## config.mk

```make
export PLATFORM = sky130hd
export DESIGN_NAME = via_dual_timer_tick_flat
export DESIGN_NICKNAME = d
export VERILOG_FILES = /design/src/design/vdtt_pkg.sv /design/src/design/vdtt_if.sv /design/src/design/vdtt_period.sv /design/src/design/via_dual_timer_tick.sv /design/src/flat_wrapper.sv
export SDC_FILE = /design/constraint.sdc
export NUM_CORES = 1
export LEC_CHECK = 0
export BUFFER_PORTS_ARGS = -buffer_cell sky130_fd_sc_hd__buf_2
export CAP_MARGIN = 20
export CORE_MARGIN = 2
export CORE_UTILIZATION = 58
export CTS_BUF_LIST = sky130_fd_sc_hd__clkbuf_4 sky130_fd_sc_hd__clkbuf_8
export DETAILED_ROUTE_END_ITERATION = 6
export PLACE_DENSITY_LB_ADDON = 0.05
export REMOVE_ABC_BUFFERS = 1
export SYNTH_ARGS = -nofsm -noshare
export SYNTH_HDL_FRONTEND = slang
export SYNTH_HIERARCHICAL = 1
export SYNTH_SLANG_ARGS = --single-unit
```

## constraint.sdc

```tcl
create_clock -name clk -period 5.8 [get_ports clk]
set_clock_uncertainty 0.1 [all_clocks]
set_input_delay 0.29 -clock clk [delete_from_list [all_inputs] [get_ports clk]]
set_output_delay 0.29 -clock clk [all_outputs]
set_load 0.01 [all_outputs]
```

## src/design/vdtt_pkg.sv

```systemverilog
// Shared types, codes and widths of the dual VIA timer block.
package vdtt_pkg;

	localparam int COUNTER_BITS = 16;
	localparam int CNT_W        = COUNTER_BITS + 2;
	localparam int TICK_W       = 8;
	localparam int VALUE_W      = 16;
	localparam int PERIOD_W     = 16;
	localparam int FILL_W       = 17;
	localparam int REG_IDX_W    = 3;
	localparam int CFG_DATA_W   = 16;

	localparam logic [1:0] OP_TICK     = 2'd0;
	localparam logic [1:0] OP_START_T1 = 2'd1;
	localparam logic [1:0] OP_START_T2 = 2'd2;

	localparam logic [REG_IDX_W-1:0] REG_T1_LATCH     = 3'd0;
	localparam logic [REG_IDX_W-1:0] REG_T1_FREE_RUN  = 3'd1;
	localparam logic [REG_IDX_W-1:0] REG_T1_PB7_EN    = 3'd2;
	localparam logic [REG_IDX_W-1:0] REG_T2_PULSE     = 3'd3;
	localparam logic [REG_IDX_W-1:0] REG_VSYNC_PERIOD = 3'd4;
	localparam logic [REG_IDX_W-1:0] REG_FRAME_PERIOD = 3'd5;

	localparam logic [VALUE_W-1:0]    T1_LATCH_RST     = 16'hffff;
	localparam logic [PERIOD_W-1:0]   VSYNC_PERIOD_RST = 16'd20000;
	localparam logic [PERIOD_W-1:0]   FRAME_PERIOD_RST = 16'd40000;

	typedef logic [CNT_W-1:0] count_t;

	typedef struct packed {
		logic [1:0]         operation;
		logic [TICK_W-1:0]  cpu_ticks;
		logic [VALUE_W-1:0] start_value;
	} cmd_word_t;

	typedef struct packed {
		logic               pb7_level;
		logic               t1_fired;
		logic               t2_fired;
		logic               vsync_pulse;
		logic               frame_due;
		logic [VALUE_W-1:0] t1_now;
		logic [VALUE_W-1:0] t2_now;
	} res_word_t;

	typedef struct packed {
		logic [REG_IDX_W-1:0]  index;
		logic [CFG_DATA_W-1:0] value;
	} cfg_word_t;

endpackage

```

## src/design/vdtt_if.sv

```systemverilog
// Valid/ready channel interfaces for commands, results and register writes.
interface vdtt_cmd_if;
	logic                 valid;
	logic                 ready;
	vdtt_pkg::cmd_word_t  data;
	modport source (output valid, output data, input ready);
	modport sink   (input valid, input data, output ready);
endinterface

interface vdtt_res_if;
	logic                 valid;
	logic                 ready;
	vdtt_pkg::res_word_t  data;
	modport source (output valid, output data, input ready);
	modport sink   (input valid, input data, output ready);
endinterface

interface vdtt_cfg_if;
	logic                 valid;
	logic                 ready;
	vdtt_pkg::cfg_word_t  data;
	modport source (output valid, output data, input ready);
	modport sink   (input valid, input data, output ready);
endinterface

```

## src/design/vdtt_period.sv

```systemverilog
// Running tick accumulator that flags each elapsed period.
module vdtt_period (
	input  logic                          clk,
	input  logic                          arst_n,
	input  logic                          step,
	input  logic [vdtt_pkg::TICK_W-1:0]   half,
	input  logic [vdtt_pkg::PERIOD_W-1:0] period,
	output logic                          hit
);
	import vdtt_pkg::*;

	logic [FILL_W-1:0] count_q;
	logic [FILL_W-1:0] sum;
	logic [FILL_W-1:0] count_d;

	always_comb begin
		sum = count_q + FILL_W'(half);
		hit = (sum >= FILL_W'(period));
		count_d = hit ? (sum - FILL_W'(period)) : sum;
	end

	always_ff @(posedge clk or negedge arst_n) begin
		if (!arst_n) begin
			count_q <= '0;
		end else if (step) begin
			count_q <= count_d;
		end
	end

endmodule

```

## src/design/via_dual_timer_tick.sv

```systemverilog
// Top level: two VIA timers, tick halving, vsync and frame-due counters.
// A word taken into the input register is processed into the result register when that register can advance.
// Throughput: one command word per cycle while the result side is not stalled; the state update is a single
//   pass of short adds and compares between the input register and the result register.
// Reset (arst_n low): all counters, carry and PB7 state clear to zero; registers
//   return to latch 0xffff, one-shot, PB7 off, pulse mode off, periods 20000/40000.
module via_dual_timer_tick (
	input  logic clk,
	input  logic arst_n,
	vdtt_cmd_if.sink   cmd,
	vdtt_res_if.source res,
	vdtt_cfg_if.sink   cfg
);
	import vdtt_pkg::*;

	localparam count_t WRAP_MASK = count_t'({COUNTER_BITS{1'b1}});

	// configuration registers
	logic [VALUE_W-1:0]  t1_latch_q;
	logic                t1_free_run_q;
	logic                t1_pb7_en_q;
	logic                t2_pulse_q;
	logic [PERIOD_W-1:0] vsync_period_q;
	logic [PERIOD_W-1:0] frame_period_q;

	// timer state
	logic   tick_carry_q;
	count_t t1_count_q;
	count_t t2_count_q;
	logic   pb7_armed_q;
	logic   pb7_state_q;
	logic   t2_armed_q;

	// input register and result register
	logic      v_s1;
	cmd_word_t cmd_s1;
	logic      v_s2;
	res_word_t res_s2;

	logic advance;
	logic proc;
	logic tick_op;

	assign advance   = !v_s2 || res.ready;
	assign proc      = v_s1 && advance;
	assign tick_op   = (cmd_s1.operation == OP_TICK);
	assign cmd.ready = !v_s1 || advance;
	assign cfg.ready = 1'b1;
	assign res.valid = v_s2;
	assign res.data  = res_s2;

	// register writes; indexes beyond the list are dropped
	always_ff @(posedge clk or negedge arst_n) begin
		if (!arst_n) begin
			t1_latch_q     <= T1_LATCH_RST;
			t1_free_run_q  <= 1'b0;
			t1_pb7_en_q    <= 1'b0;
			t2_pulse_q     <= 1'b0;
			vsync_period_q <= VSYNC_PERIOD_RST;
			frame_period_q <= FRAME_PERIOD_RST;
		end else if (cfg.valid) begin
			unique case (cfg.data.index)
				REG_T1_LATCH:     t1_latch_q     <= cfg.data.value;
				REG_T1_FREE_RUN:  t1_free_run_q  <= cfg.data.value[0];
				REG_T1_PB7_EN:    t1_pb7_en_q    <= cfg.data.value[0];
				REG_T2_PULSE:     t2_pulse_q     <= cfg.data.value[0];
				REG_VSYNC_PERIOD: vsync_period_q <= cfg.data.value;
				REG_FRAME_PERIOD: frame_period_q <= cfg.data.value;
				default: ;
			endcase
		end
	end

	// tick halving: 9-bit sum, odd tick carried into the next batch
	logic [TICK_W:0]   tick_sum;
	logic [TICK_W-1:0] half;
	assign tick_sum = {1'b0, cmd_s1.cpu_ticks} + {{TICK_W{1'b0}}, tick_carry_q};
	assign half     = tick_sum[TICK_W:1];

	logic vs_hit;
	logic fd_hit;

	vdtt_period u_vsync (
		.clk    (clk),
		.arst_n (arst_n),
		.step   (proc && tick_op),
		.half   (half),
		.period (vsync_period_q),
		.hit    (vs_hit)
	);

	vdtt_period u_frame (
		.clk    (clk),
		.arst_n (arst_n),
		.step   (proc && tick_op),
		.half   (half),
		.period (frame_period_q),
		.hit    (fd_hit)
	);

	// next-state logic
	count_t t1_dec, t2_dec;
	logic   t1_zero, t2_zero;
	count_t t1_count_d, t2_count_d;
	logic   pb7_armed_d, pb7_state_d, t2_armed_d, tick_carry_d;
	logic   t1_fire, t2_fire;

	assign t1_dec  = t1_count_q - count_t'(half);
	assign t2_dec  = t2_count_q - count_t'(half);
	// at or below zero: zero, or sign bit of the widened count set
	assign t1_zero = (t1_dec == '0) || t1_dec[CNT_W-1];
	assign t2_zero = (t2_dec == '0) || t2_dec[CNT_W-1];

	always_comb begin
		t1_count_d   = t1_count_q;
		t2_count_d   = t2_count_q;
		pb7_armed_d  = pb7_armed_q;
		pb7_state_d  = pb7_state_q;
		t2_armed_d   = t2_armed_q;
		tick_carry_d = tick_carry_q;
		t1_fire      = 1'b0;
		t2_fire      = 1'b0;
		unique case (cmd_s1.operation)
			OP_TICK: begin
				tick_carry_d = tick_sum[0];
				t1_count_d   = t1_dec;
				if (t1_zero) begin
					t1_fire = 1'b1;
					if (pb7_armed_q) begin
						if (t1_free_run_q) begin
							pb7_state_d = !pb7_state_q;
						end else begin
							pb7_state_d = 1'b1;
							pb7_armed_d = 1'b0;
						end
					end
					t1_count_d = t1_free_run_q ? (t1_dec + count_t'(t1_latch_q))
					                           : (t1_dec & WRAP_MASK);
				end
				// pulse-count mode freezes timer two here
				if (!t2_pulse_q) begin
					t2_count_d = t2_dec;
					if (t2_zero) begin
						t2_fire    = t2_armed_q;
						t2_armed_d = 1'b0;
						t2_count_d = t2_dec & WRAP_MASK;
					end
				end
			end
			OP_START_T1: begin
				t1_count_d  = count_t'(cmd_s1.start_value);
				pb7_armed_d = t1_pb7_en_q;
				if (t1_pb7_en_q) begin
					pb7_state_d = 1'b0;
				end
			end
			OP_START_T2: begin
				t2_count_d = count_t'(cmd_s1.start_value);
				t2_armed_d = 1'b1;
			end
			default: ;
		endcase
	end

	res_word_t res_d;
	always_comb begin
		res_d.pb7_level   = pb7_state_d;
		res_d.t1_fired    = t1_fire;
		res_d.t2_fired    = t2_fire;
		res_d.vsync_pulse = vs_hit && tick_op;
		res_d.frame_due   = fd_hit && tick_op;
		res_d.t1_now      = VALUE_W'(t1_count_d);
		res_d.t2_now      = VALUE_W'(t2_count_d);
	end

	always_ff @(posedge clk or negedge arst_n) begin
		if (!arst_n) begin
			tick_carry_q <= 1'b0;
			t1_count_q   <= '0;
			t2_count_q   <= '0;
			pb7_armed_q  <= 1'b0;
			pb7_state_q  <= 1'b0;
			t2_armed_q   <= 1'b0;
		end else if (proc) begin
			tick_carry_q <= tick_carry_d;
			t1_count_q   <= t1_count_d;
			t2_count_q   <= t2_count_d;
			pb7_armed_q  <= pb7_armed_d;
			pb7_state_q  <= pb7_state_d;
			t2_armed_q   <= t2_armed_d;
		end
	end

	// pipeline control
	always_ff @(posedge clk or negedge arst_n) begin
		if (!arst_n) begin
			v_s1 <= 1'b0;
			v_s2 <= 1'b0;
		end else begin
			if (cmd.ready) begin
				v_s1 <= cmd.valid;
			end
			if (advance) begin
				v_s2 <= v_s1;
			end
		end
	end

	// payload registers
	always_ff @(posedge clk) begin
		if (cmd.valid && cmd.ready) begin
			cmd_s1 <= cmd.data;
		end
		if (proc) begin
			res_s2 <= res_d;
		end
	end

	// a start word never reports a fire, sync or frame flag
	a_start_no_flags: assert property (@(posedge clk) disable iff (!arst_n)
		proc && !tick_op |=> !res_s2.t1_fired && !res_s2.t2_fired &&
			!res_s2.vsync_pulse && !res_s2.frame_due)
		else $error("start word produced a flag");

	// timer two holds its count in pulse-count mode
	a_t2_frozen: assert property (@(posedge clk) disable iff (!arst_n)
		proc && tick_op && t2_pulse_q |=> $stable(t2_count_q))
		else $error("timer two moved in pulse-count mode");

	// timer two fires once: arming is gone when a fire is shown
	a_t2_disarm: assert property (@(posedge clk) disable iff (!arst_n)
		proc |=> !res_s2.t2_fired || !t2_armed_q)
		else $error("timer two still armed after fire");

	// one-shot timer one drops its PB7 arm after a fire
	a_pb7_oneshot: assert property (@(posedge clk) disable iff (!arst_n)
		proc && tick_op && t1_zero && !t1_free_run_q |=> !pb7_armed_q)
		else $error("one-shot PB7 still armed after fire");

	// result flags only change with a new result word
	a_res_hold: assert property (@(posedge clk) disable iff (!arst_n)
		!proc |=> $stable(res_s2) || !v_s2)
		else $error("result changed without processing");

endmodule

```

## src/flat_wrapper.sv

```systemverilog
// flat-port wrapper written by rule: the top's interface ports become plain ports
module via_dual_timer_tick_flat import vdtt_pkg::*;
  (clk, arst_n, cmd_valid, cmd_data, cmd_ready, res_valid, res_data, res_ready, cfg_valid, cfg_data, cfg_ready);
  vdtt_cmd_if cmd_i ();
  vdtt_res_if res_i ();
  vdtt_cfg_if cfg_i ();
  input  logic clk;
  input  logic arst_n;
  input wire logic [$bits(cmd_i.valid)-1:0] cmd_valid;
  input wire logic [$bits(cmd_i.data)-1:0] cmd_data;
  output wire logic [$bits(cmd_i.ready)-1:0] cmd_ready;
  output wire logic [$bits(res_i.valid)-1:0] res_valid;
  output wire logic [$bits(res_i.data)-1:0] res_data;
  input wire logic [$bits(res_i.ready)-1:0] res_ready;
  input wire logic [$bits(cfg_i.valid)-1:0] cfg_valid;
  input wire logic [$bits(cfg_i.data)-1:0] cfg_data;
  output wire logic [$bits(cfg_i.ready)-1:0] cfg_ready;
  assign cmd_i.valid = cmd_valid;
  assign cmd_i.data = cmd_data;
  assign cmd_ready = cmd_i.ready;
  assign res_valid = res_i.valid;
  assign res_data = res_i.data;
  assign res_i.ready = res_ready;
  assign cfg_i.valid = cfg_valid;
  assign cfg_i.data = cfg_data;
  assign cfg_ready = cfg_i.ready;
  via_dual_timer_tick u_core (.clk(clk), .arst_n(arst_n), .cmd(cmd_i), .res(res_i), .cfg(cfg_i));
endmodule
```

### Word-level counts from Yosys, hierarchy flattened

Cells that the tools add are included.

| cells by class | value |
|---|---|
| add/subtract/negate cells | 8 |
| magnitude comparators | 2 |
| equal/unequal tests | 10 |
| multiplexer cells | 21 |
| bitwise logic cells | 2 |
| reductions and logical operators | 30 |

Operators with widths:

| cell | count |
|---|---|
| two-way mux 18 bit | 4 |
| one-hot mux 18 bit (2 select lines) | 2 |
| zero test 18 bit | 2 |
| subtractor 18 x 8 -> 18 bit | 2 |
| adder 17 x 8 -> 17 bit | 2 |
| >= comparator 17 x 16 -> 1 bit | 2 |
| two-way mux 17 bit | 2 |
| subtractor 17 x 16 -> 17 bit | 2 |
| adder 18 x 16 -> 18 bit | 1 |
| AND reduction 2 bit | 8 |
| two-way mux 1 bit | 10 |
| adder 8 x 1 -> 9 bit | 1 |
| == test 3 x 2 -> 1 bit, second input constant | 2 |
| == test 3 bit, second input constant | 2 |
| != test 2 bit, second input constant | 3 |
| one-hot mux 1 bit (2 select lines) | 3 |
| AND reduction 3 bit | 2 |
| logical AND 1 bit | 5 |
| logical OR 1 bit | 4 |
| AND reduction 4 bit | 1 |
| nonzero test 2 bit | 2 |
| == test 3 x 1 -> 1 bit, second input constant | 1 |
| zero test 1 bit | 3 |
| zero test 3 bit | 1 |
| other kinds (5) | 6 |

| word-level totals | value |
|---|---|
| bits in registers | 190 |
| input bits | 50 |
| output and inout port bits | 40 |
| word-level logic and storage cells | 101 |

### Longest topological paths before layout

Gate-level depths: netlist of the first run.

| depth | value |
|---|---|
| word-level depth | 7 |
| mapped depth | 24 |
| gate-level depth less buffers | 22 |

### Hierarchy

Netlist of the first run, hierarchy kept.

By module, submodules not included:

| module | times used | cells each | area an instance (um2) | sequential area each (um2) |
|---|---|---|---|---|
| via_dual_timer_tick | 1 | 891 | 9141.3 | 4251.6 |
| vdtt_period (u_core.u_vsync) | 1 | 305 | 2334.7 | 425.4 |
| vdtt_period (u_core.u_frame) | 1 | 301 | 2264.7 | 425.4 |

### Least setup slack after synthesis of the first run

No wires, ideal clock.

| timing | value |
|---|---|
| path type | register -> register |
| from | register u_core.tick_carry_q |
| to | register u_core.res_s2 (netlist bit u_core/res.data[31]), data pin |
| library setup time | 0.269 ns |
| data arrival time | 5.077 ns |
| required time | 5.431 ns |
| path slack | 0.355 ns |
| cell stages (with the launch flop) | 22 |
| buffers on the path | 0 |
| period minus slack after synthesis | 5.445 ns |
| path through | dfrtp_1 ha_1 ha_1 xnor2_1 ha_1 nor2b_1 or3_1 a211oi_1 o21ai_1 a2111oi_0 nor2_1 xnor2_1 ha_1 a21o_1 a21oi_1 o21ai_0 a41oi_1 nand2b_1 a211o_1 nand2_1 o311a_1 o31ai_1 |

RTL lines:

| element | RTL line | source |
|---|---|---|
| start: declaration | via_dual_timer_tick.sv:27 | `logic tick_carry_q;` |
| start signal: assignment | via_dual_timer_tick.sv:185 | `tick_carry_q <= tick_carry_d;` |
| end signal: assignment | via_dual_timer_tick.sv:215 | `res_s2 <= res_d;` |
| end: declaration | via_dual_timer_tick.sv:38 | `res_word_t res_s2;` |

==> results of run 1 <==
## cells in the final DEF (no fill, tap or decap), drive strengths merged, types with 12 or more instances in the layout
cell	n
a31oi	38
mux2	49
a211oi	19
nor2	94
xnor2	66
nor3	45
and2	14
a21oi	84
dfrtp	101
nand4	16
nor2b	15
inv	92
o21ai	90
o21a	12
o211ai	17
dlygate4sd3	31
clkbuf	17
nand2	128
or3	22
o31ai	13
nand3	46
o22ai	14
ha	74
a21o	33
nand2b	17
xor2	34
edfxtp	63
buf	115
dfstp	26
and3	28
## layout make-up
class / count / area (um^2)
timing repair buffer: 146 / 963.4
sequential: 190 / 5102
clock inverter: 15 / 146.4
tap: 319 / 399.1
inverter: 84 / 321.6
fill: 1942 / 8107
clock buffer: 17 / 234.0
multi-input combinational: 1154 / 8059
## layer usage
layer | part of all wire, % | track usage, % | wire length (um)
met1 | 44 | 43.11 | 17110
met2 | 46 | 50.54 | 17980
met3 | 6.2 | 4.489 | 2418
met4 | 3.3 | 12.38 | 1274
met5 | 0 | 0 | 0
## cells by family after synthesis
| family | count (synthesis) |
|---|---|
| AO/OA/AOI/OAI | 422 |
| XOR/XNOR | 101 |
| adder cells (fa/ha/maj) | 86 |
| buffers and inverters | 153 |
| flip-flops | 190 |
| multiplexers | 56 |
| other | 1 |
| AND/OR/NAND/NOR | 488 |
## power by group through the flow
stage | clock (uW) | sequential [uW] | combinational, uW
after floorplan | 0 | 2110 | 4290
after global placement | 0 | 2190 | 5470
after detailed placement | 0 | 2200 | 5540
after CTS | 881 | 2180 | 5600
after global routing | 929 | 2240 | 6400
final | 864 | 2190 | 5800
## timing repair
action | in CTS | in global routing
setup buffers | 0 | 2
hold endpoints to repair | 86 | 0
endpoints found under the setup margin | 0 | 27
hold buffers | 31 | 0
gates resized for setup | 0 | 19
## metrics by stage
stage | setup TNS, ps | worst slack, ps
global placement | 0 | 291.2
floorplan | 0 | 349.4
global route | -65.82 | -29.55
detailed placement | 0 | 91.15
finish | 0 | 319.9
CTS | 0 | 58.73
## path summary, 6_finish.rpt
| path | start | endpoint | slack (ps) |
|---|---|---|---|
| max | u_core/tick_carry_q | u_core/res.data[31] | 320 |
| min | cfg_data[2] | u_core/vsync_period_q[2] | 40 |
| max reg2reg | u_core/tick_carry_q | u_core/res.data[31] | 320 |
| min reg2reg | u_core/u_frame/count_q[2] | u_core/u_frame/count_q[2] | 410 |
| max in group asynchronous | arst_n | u_core/t1_free_run_q | 4050 |
| min in group asynchronous | arst_n | u_core/t1_count_q[13] | 280 |
## sequential cells by signal, indices dropped and copies added (netlist names)
name                    flops
u_core/cmd_s1              26
u_core/frame_period_q      16
u_core/pb7_armed_q          1
u_core/pb7_state_q          1
u_core/res.data            37
u_core/res.valid            1
u_core/t1_count_q          18
u_core/t1_free_run_q        1
u_core/t1_latch_q          16
u_core/t1_pb7_en_q          1
u_core/t2_armed_q           1
u_core/t2_count_q          18
u_core/t2_pulse_q           1
u_core/tick_carry_q         1
u_core/u_frame/count_q     17
u_core/u_vsync/count_q     17
u_core/v_s1                 1
u_core/vsync_period_q      16
## cell usage after synthesis, drive strengths merged (33+ instances only)
cell / count / area [um^2]
a21o: 33 / 247.7
a21oi: 84 / 420.4
a31oi: 38 / 237.7
clkbuf: 50 / 188.9
dfrtp: 101 / 2527
edfxtp: 63 / 1892
ha: 74 / 925.9
inv: 83 / 314.1
mux2: 49 / 551.8
nand2: 128 / 480.5
nand3: 46 / 230.2
nor2: 94 / 352.8
nor3: 45 / 241.5
o21ai: 90 / 454.2
xnor2: 66 / 585.6
xor2: 34 / 305.3
## critical path: cells and delay by family (launching register included)
kind	cells	cell delay (ps)
and+or+nand+nor	3	340
AOI/OAI and AO/OA	12	2250
DFF	1	410
buffers and inverters	3	540
xor gates and xnor gates	2	380
adders and majority gates	4	1280
==> run_summary.xml, run 1 <==
<?xml version="1.0" encoding="UTF-8"?>
<metrics>
  <group name="outcome">
    <metric name="status" unit="">finished clean</metric>
  </group>
  <group name="placement">
    <metric name="placedInstanceArea" unit="mm^2">0.01444</metric>
    <metric name="dp_cells" unit="">1859</metric>
    <metric name="dp_hpwl" unit="mm">28.77</metric>
    <metric name="globalplace.congestion" unit="">0.9679</metric>
    <metric name="io_buffer_count" unit="">88</metric>
  </group>
  <group name="grt">
    <metric name="grt_first_pass_wirelength" unit="mm">60.49</metric>
    <metric name="antenna_found_initial" unit="">0</metric>
    <metric name="grt_usage" unit="%">31.47</metric>
    <metric name="grt_pass1_vias" unit="">11330</metric>
    <metric name="gr-total-overflow" unit="">0</metric>
    <metric name="grt_start_max_net_pins" unit="">67</metric>
  </group>
  <group name="clocking">
    <metric name="cts_inserted_buffers" unit="">17</metric>
    <metric name="clock_path_buffers" unit="">2</metric>
    <metric name="clk-insertion-delay-late" unit="ps">480</metric>
    <metric name="cts-root-buf" unit="">sky130_fd_sc_hd__clkbuf_8</metric>
    <metric name="clock_sinks" unit="">190</metric>
    <metric name="cts_htree_levels" unit="">4</metric>
    <metric name="cts.reportedPaths.clkPinSlew" unit="ps">110</metric>
    <metric name="cts_tree" unit="">yes</metric>
  </group>
  <group name="timing">
    <metric name="timing_max_transition_violations_final" unit="">0</metric>
    <metric name="shortest_clock_period_the_worst_path_allows_after_layout" unit="ps">5480</metric>
    <metric name="tightest_hold_margin" unit="ps">41.28</metric>
    <metric name="maxClockFrequency" unit="MHz">182.5</metric>
    <metric name="relSlewSlack" unit="%">29.56</metric>
    <metric name="final.period_utilization" unit="%">94.48</metric>
    <metric name="worst_pin_slew" unit="ps">1053</metric>
    <metric name="finalHoldViolCount" unit="">0</metric>
    <metric name="setup_violations" unit="">0</metric>
  </group>
  <group name="hold_path">
    <metric name="hold_class" unit="">in -&gt; reg</metric>
    <metric name="whs_path_depth" unit="">2</metric>
  </group>
  <group name="setup_path">
    <metric name="cpPeakStageDelay" unit="ps">450</metric>
    <metric name="crit_path_cell_trace" unit="">ha_1 -&gt; ha_1 -&gt; xnor2_1 -&gt; buf_4 -&gt; clkinvlp_4 -&gt; fa_2 -&gt; nor2b_1 -&gt; a2111oi_0 -&gt; a211oi_1 -&gt; buf_4 -&gt; a21o_1 -&gt; a21oi_2 -&gt; xor2_1 -&gt; ha_1 -&gt; a21o_1 -&gt; a21o_1 -&gt; a21oi_1 -&gt; o21ai_1 -&gt; a41oi_2 -&gt; nand2_1 -&gt; o211ai_1 -&gt; nand2_1 -&gt; o311a_1 -&gt; o31ai_1</metric>
    <metric name="worst_path_required_time" unit="ps">5990</metric>
    <metric name="criticalPathCategory" unit="">reg -&gt; reg</metric>
    <metric name="worstSetupStartpointType" unit="">flop</metric>
    <metric name="path_max_fanout" unit="">6</metric>
    <metric name="arrival" unit="ps">5670</metric>
    <metric name="critical-path-slowest-cell" unit="">sky130_fd_sc_hd__fa_2</metric>
    <metric name="worstSetupEndpointType" unit="">flop</metric>
    <metric name="ff2ff_path_depth" unit="">24</metric>
  </group>
  <group name="power">
    <metric name="design_power_total" unit="uW">8856</metric>
    <metric name="combPwrFrac" unit="%">65.5</metric>
    <metric name="power_switching_share" unit="%">48.65</metric>
    <metric name="p_leak" unit="uW">0.006387</metric>
    <metric name="share_seq_of_total_power" unit="%">24.8</metric>
    <metric name="pwr-share-clk" unit="%">9.8</metric>
    <metric name="power.density" unit="mW/mm^2">581.6</metric>
    <metric name="p_int" unit="uW">4548</metric>
    <metric name="total_switching_power" unit="uW">4308</metric>
    <metric name="irDropWorstVdd" unit="V">0.0003450</metric>
  </group>
  <group name="flow_run">
    <metric name="drv_cap" unit="">0</metric>
  </group>
  <group name="cells_and_area">
    <metric name="final_layout_size_suffix_gt1_share" unit="%">16.56</metric>
    <metric name="final_cell_count_no_fill" unit="">1925</metric>
    <metric name="final_core_util" unit="%">65.26</metric>
    <metric name="final_non_filler_cell_area" unit="mm^2">0.01523</metric>
    <metric name="layout.nets" unit="">1724</metric>
    <metric name="num_antenna_cells" unit="">0</metric>
    <metric name="area_growth" unit="%">10.81</metric>
  </group>
  <group name="detailed_routing">
    <metric name="drtPass1Iterations" unit="">5</metric>
    <metric name="drt_wl_total" unit="mm">38.78</metric>
    <metric name="dr_total_vias" unit="">12070</metric>
    <metric name="drt.antenna.violating_nets" unit="">0</metric>
    <metric name="avgViaCountPerCell" unit="">6.268</metric>
    <metric name="drcViolationCount" unit="">0</metric>
    <metric name="wl_per_cell" unit="um">20.15</metric>
    <metric name="first_iter_violations" unit="">1060</metric>
  </group>
  <group name="synthesis">
    <metric name="syn-instance-count" unit="">1497</metric>
    <metric name="yosys.area_share.adder" unit="%">8.122</metric>
    <metric name="post_synth_instance_area" unit="mm^2">0.01374</metric>
    <metric name="synth_enable_flop_cells" unit="">63</metric>
    <metric name="synth.distinct_cells" unit="">99</metric>
    <metric name="synth-simple-area-share" unit="%">18.28</metric>
    <metric name="synth_compound_gate_area_share" unit="%">20.52</metric>
    <metric name="dominant_combinational_cell_family_by_area_after_synthesis" unit="">compound AO/OA/AOI/OAI gates</metric>
    <metric name="asyncSetResetFlopFracSynth" unit="%">66.84</metric>
    <metric name="yosys-mux-area-fraction" unit="%">4.526</metric>
    <metric name="ys.flop_type" unit="">sky130_fd_sc_hd__dfrtp_1</metric>
    <metric name="yosys_warnings" unit="">6</metric>
    <metric name="synthesis.area_per_instance" unit="um^2">9.179</metric>
    <metric name="synth_xor_xnor_area_share" unit="%">6.647</metric>
    <metric name="synth_seq_area_share" unit="%">37.13</metric>
    <metric name="ys_ff_latch" unit="">190</metric>
  </group>
  <group name="die">
    <metric name="initial_core_util" unit="%">58.89</metric>
    <metric name="num_io_pins" unit="">90</metric>
    <metric name="die_width" unit="um">157.9</metric>
    <metric name="floorplan.die_area" unit="mm^2">0.02494</metric>
    <metric name="dieHeight" unit="um">157.9</metric>
    <metric name="placeable_core_area" unit="mm^2">0.02333</metric>
    <metric name="rows" unit="">56</metric>
  </group>
</metrics>
Power figures use the tool's default switching activity.
==> run 2: changes to the inputs <==
- CORE_ASPECT_RATIO: not set -> 1.5
- GPL_TIMING_DRIVEN: not set -> 0
==> run_summary.xml, run 2 (synthesis results as in run 1) <==
<?xml version="1.0" encoding="UTF-8"?>
<metrics>
  <group name="detailed_routing">
    <metric name="dr_total_vias" unit="">12140</metric>
    <metric name="avgViaCountPerCell" unit="">6.291</metric>
    <metric name="drtPass1Iterations" unit="">5</metric>
    <metric name="drt_wl_total" unit="mm">39.56</metric>
    <metric name="first_iter_violations" unit="">770</metric>
    <metric name="drcViolationCount" unit="">0</metric>
    <metric name="wl_per_cell" unit="um">20.51</metric>
    <metric name="drt.antenna.violating_nets" unit="">0</metric>
  </group>
  <group name="clocking">
    <metric name="cts-root-buf" unit="">sky130_fd_sc_hd__clkbuf_8</metric>
    <metric name="clk-insertion-delay-late" unit="ps">490</metric>
    <metric name="cts_tree" unit="">yes</metric>
    <metric name="clock_path_buffers" unit="">2</metric>
    <metric name="cts_inserted_buffers" unit="">17</metric>
    <metric name="cts_htree_levels" unit="">4</metric>
    <metric name="cts.reportedPaths.clkPinSlew" unit="ps">100</metric>
    <metric name="clock_sinks" unit="">190</metric>
  </group>
  <group name="cells_and_area">
    <metric name="num_antenna_cells" unit="">0</metric>
    <metric name="final_layout_size_suffix_gt1_share" unit="%">16.83</metric>
    <metric name="flip_flop_count_of_the_largest_register_all_copies_and_words_added" unit="">37</metric>
    <metric name="layout.nets" unit="">1728</metric>
    <metric name="leading_cell_type_in_the_layout_fill_and_taps_excluded" unit="">sky130_fd_sc_hd__nand2_1</metric>
    <metric name="area_growth" unit="%">12.62</metric>
    <metric name="most-common-layout-cells" unit="">sky130_fd_sc_hd__nand2_1, sky130_fd_sc_hd__dfrtp_1, sky130_fd_sc_hd__nor2_1</metric>
  </group>
  <group name="hold_path">
    <metric name="startpoint_of_the_most_critical_hold_path" unit="">cfg_data[14]</metric>
    <metric name="hold_class" unit="">in -&gt; reg</metric>
  </group>
  <group name="setup_path">
    <metric name="critical_path.startpoint" unit="">u_core/tick_carry_q</metric>
    <metric name="reg2reg_setup_slack" unit="ps">280</metric>
    <metric name="arrival" unit="ps">5750</metric>
    <metric name="worst_path_required_time" unit="ps">6030</metric>
    <metric name="path_max_fanout" unit="">6</metric>
    <metric name="setup_crit_end" unit="">u_core/res.data[31]</metric>
    <metric name="criticalPathCategory" unit="">reg -&gt; reg</metric>
    <metric name="rr_endpoint" unit="">u_core/res.data[31]</metric>
    <metric name="worstSetupStartpointType" unit="">flop</metric>
    <metric name="ff2ff_path_depth" unit="">21</metric>
    <metric name="worstSetupEndpointType" unit="">flop</metric>
    <metric name="worstReg2RegStart" unit="">u_core/tick_carry_q</metric>
  </group>
  <group name="power">
    <metric name="p_int" unit="uW">4615</metric>
    <metric name="total_switching_power" unit="uW">4222</metric>
    <metric name="share_seq_of_total_power" unit="%">24.8</metric>
    <metric name="design_power_total" unit="uW">8837</metric>
    <metric name="combPwrFrac" unit="%">65.1</metric>
    <metric name="power.density" unit="mW/mm^2">571.1</metric>
    <metric name="irDropWorstVdd" unit="V">0.0004713</metric>
    <metric name="p_leak" unit="uW">0.006459</metric>
    <metric name="pwr-share-clk" unit="%">10.0</metric>
    <metric name="power_switching_share" unit="%">47.78</metric>
  </group>
  <group name="die">
    <metric name="placeable_core_area" unit="mm^2">0.02348</metric>
    <metric name="die_width" unit="um">129.7</metric>
    <metric name="num_io_pins" unit="">90</metric>
    <metric name="initial_core_util" unit="%">58.51</metric>
    <metric name="rows" unit="">69</metric>
    <metric name="dieHeight" unit="um">192.5</metric>
    <metric name="floorplan.die_area" unit="mm^2">0.02496</metric>
  </group>
  <group name="timing">
    <metric name="tightest_hold_margin" unit="ps">51.11</metric>
    <metric name="setup_violations" unit="">0</metric>
    <metric name="shortest_clock_period_the_worst_path_allows_after_layout" unit="ps">5516</metric>
    <metric name="finalHoldViolCount" unit="">0</metric>
    <metric name="worst_pin_slew" unit="ps">1152</metric>
    <metric name="relSlewSlack" unit="%">22.93</metric>
    <metric name="rsz0062_at_grt" unit="">yes</metric>
    <metric name="timing_max_transition_violations_final" unit="">0</metric>
    <metric name="final.period_utilization" unit="%">95.11</metric>
    <metric name="maxClockFrequency" unit="MHz">181.3</metric>
  </group>
  <group name="outcome">
    <metric name="status" unit="">finished clean</metric>
  </group>
  <group name="grt">
    <metric name="grt_pass1_vias" unit="">11790</metric>
    <metric name="grt_usage" unit="%">31.90</metric>
    <metric name="gr-total-overflow" unit="">0</metric>
    <metric name="grt_start_max_net_pins" unit="">89</metric>
    <metric name="antenna_found_initial" unit="">0</metric>
    <metric name="grt_first_pass_wirelength" unit="mm">61.35</metric>
  </group>
  <group name="flow_run">
    <metric name="drv_cap" unit="">0</metric>
  </group>
  <group name="placement">
    <metric name="dp_hpwl" unit="mm">29.63</metric>
    <metric name="globalplace.congestion" unit="">0.9214</metric>
    <metric name="io_buffer_count" unit="">88</metric>
  </group>
</metrics>
## run 2: cell types whose count changed in the layout (fill, tap and decap cells not counted), moves of 3 or more
cell / before / now
sky130_fd_sc_hd__inv_8: 3 / 0
sky130_fd_sc_hd__xnor2_1: 65 / 62
sky130_fd_sc_hd__buf_4: 26 / 13
sky130_fd_sc_hd__dlygate4sd3_1: 31 / 44
sky130_fd_sc_hd__o21ai_2: 1 / 4
sky130_fd_sc_hd__clkbuf_4: 0 / 3
## run 2: area by class of cell
cell class	instances	area, um^2
Clock buffer	22	284.0
Timing Repair Buffer	150	1082
Clock inverter	10	100.1
Multi-Input combinational cell	1154	8184
Sequential cell	190	5102
Inverter	84	322.8
Tap cell	319	399.1
Fill cell	1996	8008
## run 2: worst min-delay path by stage
stage | end | slack [ps] | cells after the start
2_1_floorplan | u_core/frame_period_q[0] | -110 | 0
3_3_place_gp | u_core/res.valid | 370 | 1
3_5_place_dp | u_core/t2_count_q[12] | 150 | 1
4_1_cts | u_core/t1_free_run_q | 30 | 3
5_1_grt | u_core/frame_period_q[14] | 40 | 2
6_report | u_core/frame_period_q[14] | 50 | 2
## run 2: power groups by stage
| stage | clock (uW) | combinational [uW] | sequential, uW |
|---|---|---|---|
| after floorplan | 0 | 4290 | 2110 |
| after global placement | 0 | 5400 | 2190 |
| after detailed placement | 0 | 5500 | 2200 |
| after CTS | 903 | 5620 | 2180 |
| after global routing | 956 | 6370 | 2240 |
| final | 887 | 5760 | 2190 |
## run 2: routing by layer
metal,GRT usage (%),vias up,wire (um)
li1,-,5744,-
met1,34.40,5857,14610
met2,58.68,402,21120
met3,4.242,133,1519
met4,18.65,0,2308
met5,0,-,0
## run 2: per-stage QoR
step	instance area (um^2)	cells	setup TNS [ps]	setup WS, ps	util [%]
finish	15470	1929	0	283.5	65.90
global route	15470	1929	-58.70	-58.70	65.90
CTS	15360	1925	0	37.61	65.43
detailed placement	14400	1844	-25500	-825.2	61.31
global placement	14250	1835	-34620	-1052	60.67
floorplan	13410	1428	0	349.4	-
## run 2: worst max-delay path: stages, from the launching register on
cell	delay [ps]
sky130_fd_sc_hd__dfrtp_1	420
sky130_fd_sc_hd__ha_1	240
sky130_fd_sc_hd__ha_4	210
sky130_fd_sc_hd__xnor2_4	260
sky130_fd_sc_hd__ha_1	290
sky130_fd_sc_hd__nor2b_1	150
sky130_fd_sc_hd__or3_1	390
sky130_fd_sc_hd__a211oi_4	370
sky130_fd_sc_hd__o21ai_2	180
sky130_fd_sc_hd__a2111oi_4	460
sky130_fd_sc_hd__nor2_1	130
sky130_fd_sc_hd__xnor2_2	170
sky130_fd_sc_hd__ha_1	370
sky130_fd_sc_hd__a21o_1	210
sky130_fd_sc_hd__a21oi_1	130
sky130_fd_sc_hd__o21ai_1	140
sky130_fd_sc_hd__a41oi_2	280
sky130_fd_sc_hd__nand2_1	80
sky130_fd_sc_hd__o211ai_1	130
sky130_fd_sc_hd__nand2_1	80
sky130_fd_sc_hd__o311a_1	340
sky130_fd_sc_hd__o31ai_1	220
## run 2: repair_timing
item	4_1_cts	5_1_grt
buffers inserted	5	2
resized for setup	17	23
endpoints found under the hold margin	104	0
hold buffers	44	0
pin swaps	2	2
endpoints found under the setup margin	49	29
==> run 3: changes to the inputs <==
- CORE_UTILIZATION: 58 -> 64
- clock period: 5.8 -> 5.7 ns (I/O delays scaled with it)
==> run_summary.xml, run 3 (synthesis results as in run 1) <==
<?xml version="1.0" encoding="UTF-8"?>
<metrics>
  <group name="grt">
    <metric name="gr-total-overflow" unit="">0</metric>
    <metric name="grt_pass1_vias" unit="">12220</metric>
    <metric name="grt_usage" unit="%">35.71</metric>
    <metric name="grt_start_max_net_pins" unit="">88</metric>
    <metric name="antenna_found_initial" unit="">1</metric>
    <metric name="grt_first_pass_wirelength" unit="mm">62.01</metric>
  </group>
  <group name="setup_path">
    <metric name="worst_path_required_time" unit="ps">5920</metric>
    <metric name="worstSetupEndpointType" unit="">flop</metric>
    <metric name="arrival" unit="ps">5770</metric>
    <metric name="worstSetupStartpointType" unit="">flop</metric>
    <metric name="criticalPathCategory" unit="">reg -&gt; reg</metric>
    <metric name="path_max_fanout" unit="">6</metric>
  </group>
  <group name="timing">
    <metric name="maxClockFrequency" unit="MHz">180.2</metric>
    <metric name="final.period_utilization" unit="%">97.37</metric>
    <metric name="shortest_clock_period_the_worst_path_allows_after_layout" unit="ps">5550</metric>
    <metric name="worst_pin_slew" unit="ps">989.9</metric>
    <metric name="relSlewSlack" unit="%">33.65</metric>
    <metric name="tightest_hold_margin" unit="ps">42.32</metric>
    <metric name="timing_max_transition_violations_final" unit="">0</metric>
    <metric name="finalHoldViolCount" unit="">0</metric>
    <metric name="postLayoutSetupSlackWorst" unit="ps">149.7</metric>
    <metric name="setup_violations" unit="">0</metric>
  </group>
  <group name="clocking">
    <metric name="cts-root-buf" unit="">sky130_fd_sc_hd__clkbuf_8</metric>
    <metric name="clock_path_buffers" unit="">2</metric>
    <metric name="cts_htree_levels" unit="">4</metric>
    <metric name="cts_tree" unit="">yes</metric>
    <metric name="cts.reportedPaths.clkPinSlew" unit="ps">110</metric>
    <metric name="clk-insertion-delay-late" unit="ps">500</metric>
    <metric name="clock_sinks" unit="">190</metric>
    <metric name="cts_inserted_buffers" unit="">17</metric>
  </group>
  <group name="die">
    <metric name="rows" unit="">65</metric>
    <metric name="placeable_core_area" unit="mm^2">0.02106</metric>
    <metric name="num_io_pins" unit="">90</metric>
    <metric name="floorplan.die_area" unit="mm^2">0.02268</metric>
    <metric name="initial_core_util" unit="%">65.23</metric>
    <metric name="die_width" unit="um">123.6</metric>
    <metric name="dieHeight" unit="um">183.5</metric>
  </group>
  <group name="detailed_routing">
    <metric name="drtPass1Iterations" unit="">6</metric>
    <metric name="wl_per_cell" unit="um">21.55</metric>
    <metric name="avgViaCountPerCell" unit="">6.546</metric>
    <metric name="first_iter_violations" unit="">865</metric>
    <metric name="drcViolationCount" unit="">0</metric>
    <metric name="drt.antenna.violating_nets" unit="">0</metric>
    <metric name="dr_total_vias" unit="">12420</metric>
    <metric name="drt_wl_total" unit="mm">40.89</metric>
  </group>
  <group name="power">
    <metric name="irDropWorstVdd" unit="V">0.0004896</metric>
    <metric name="design_power_total" unit="uW">9273</metric>
    <metric name="power.density" unit="mW/mm^2">588.8</metric>
    <metric name="p_leak" unit="uW">0.006575</metric>
  </group>
  <group name="placement">
    <metric name="io_buffer_count" unit="">88</metric>
    <metric name="preCtsSetupSlack" unit="ps">-935.0</metric>
    <metric name="dp_hpwl" unit="mm">29.08</metric>
    <metric name="dp_cells" unit="">1793</metric>
    <metric name="globalplace.congestion" unit="">0.9429</metric>
  </group>
  <group name="outcome">
    <metric name="status" unit="">finished clean</metric>
  </group>
  <group name="cells_and_area">
    <metric name="flip_flop_count_of_the_largest_register_all_copies_and_words_added" unit="">37</metric>
    <metric name="final_layout_size_suffix_gt1_share" unit="%">19.02</metric>
    <metric name="area_growth" unit="%">14.61</metric>
    <metric name="num_antenna_cells" unit="">0</metric>
    <metric name="final_core_util" unit="%">74.76</metric>
    <metric name="leading_cell_type_in_the_layout_fill_and_taps_excluded" unit="">sky130_fd_sc_hd__nand2_1</metric>
    <metric name="layout.nets" unit="">1748</metric>
    <metric name="most-common-layout-cells" unit="">sky130_fd_sc_hd__nand2_1, sky130_fd_sc_hd__dfrtp_1, sky130_fd_sc_hd__nor2_1</metric>
    <metric name="final_cell_count_no_fill" unit="">1898</metric>
  </group>
  <group name="hold_path">
    <metric name="hold_class" unit="">in -&gt; reg</metric>
  </group>
  <group name="flow_run">
    <metric name="drv_cap" unit="">0</metric>
  </group>
</metrics>
==> run 3: final cells by class <==
| cell class | instances | area, um^2 |
|---|---|---|
| Multi-Input combinational cell | 1154 | 8300 |
| Fill cell | 1565 | 5316 |
| Sequential cell | 190 | 5102 |
| Timing Repair Buffer | 170 | 1255 |
| Tap cell | 268 | 335.3 |
| Inverter | 84 | 331.6 |
| Clock buffer | 20 | 262.8 |
| Clock inverter | 12 | 160.2 |
==> run 3: critical path, stage by stage (launching register included) <==
cell                        delay [ps]
sky130_fd_sc_hd__dfrtp_1           430
sky130_fd_sc_hd__ha_1              250
sky130_fd_sc_hd__ha_4              210
sky130_fd_sc_hd__xnor2_4           250
sky130_fd_sc_hd__clkinv_4          180
sky130_fd_sc_hd__fa_2              440
sky130_fd_sc_hd__nor2b_2           210
sky130_fd_sc_hd__a2111oi_4          80
sky130_fd_sc_hd__a211oi_1          260
sky130_fd_sc_hd__buf_4             180
sky130_fd_sc_hd__a31oi_1           130
sky130_fd_sc_hd__xor2_2            280
sky130_fd_sc_hd__inv_1              80
sky130_fd_sc_hd__ha_1              230
sky130_fd_sc_hd__or4_1             540
sky130_fd_sc_hd__o22ai_2           240
sky130_fd_sc_hd__o21ai_2           160
sky130_fd_sc_hd__a41oi_2           210
sky130_fd_sc_hd__nand2_1            90
sky130_fd_sc_hd__o211ai_1          130
sky130_fd_sc_hd__nand2_1            80
sky130_fd_sc_hd__o311a_1           370
sky130_fd_sc_hd__o31ai_2           250
==> run 3: metal layers <==
metal,GRT usage (%),up-vias,part of all wire (%)
met1,37.27,5908,35
li1,-,5773,-
met2,63.93,536,52
met3,6.638,205,5.9
met4,23.45,2,7.4
met5,0,-,0.027
==> run 3: timing repair <==
item	in CTS	in global routing
pin swaps	5	8
gates resized for setup	23	45
endpoints found under the setup margin	56	43
hold endpoints to repair	113	0
cloned	0	0
hold buffers	45	0
setup buffers	9	16
==> run 3: per-stage QoR <==
stage	setup TNS (ps)	area (um^2)
after floorplan	0	13410
after global placement	-36370	14180
after detailed placement	-28580	14340
after CTS	-6.810	15390
after global routing	-95.96	15750
final	0	15750
==> run 3: where the power goes <==
group	internal [uW]	total, uW	leakage, uW	switching (uW)
clock	459	978	0.000208	519
combinational	2550	6060	0.00428	3500
sequential	1830	2240	0.00209	410
==> run 3: final timing paths <==
path	from	endpoint	slack, ps	depth (start not counted)
setup / recovery	u_core/tick_carry_q	u_core/res.data[31]	150	22
hold / removal	cfg_data[0]	u_core/t1_pb7_en_q	40	3
setup reg to reg	u_core/tick_carry_q	u_core/res.data[31]	150	22
hold reg to reg	u_core/u_frame/count_q[2]	u_core/u_frame/count_q[2]	410	2
max in group asynchronous	arst_n	u_core/t1_latch_q[2]	4470	3
min in group asynchronous	arst_n	u_core/t2_count_q[14]	190	2
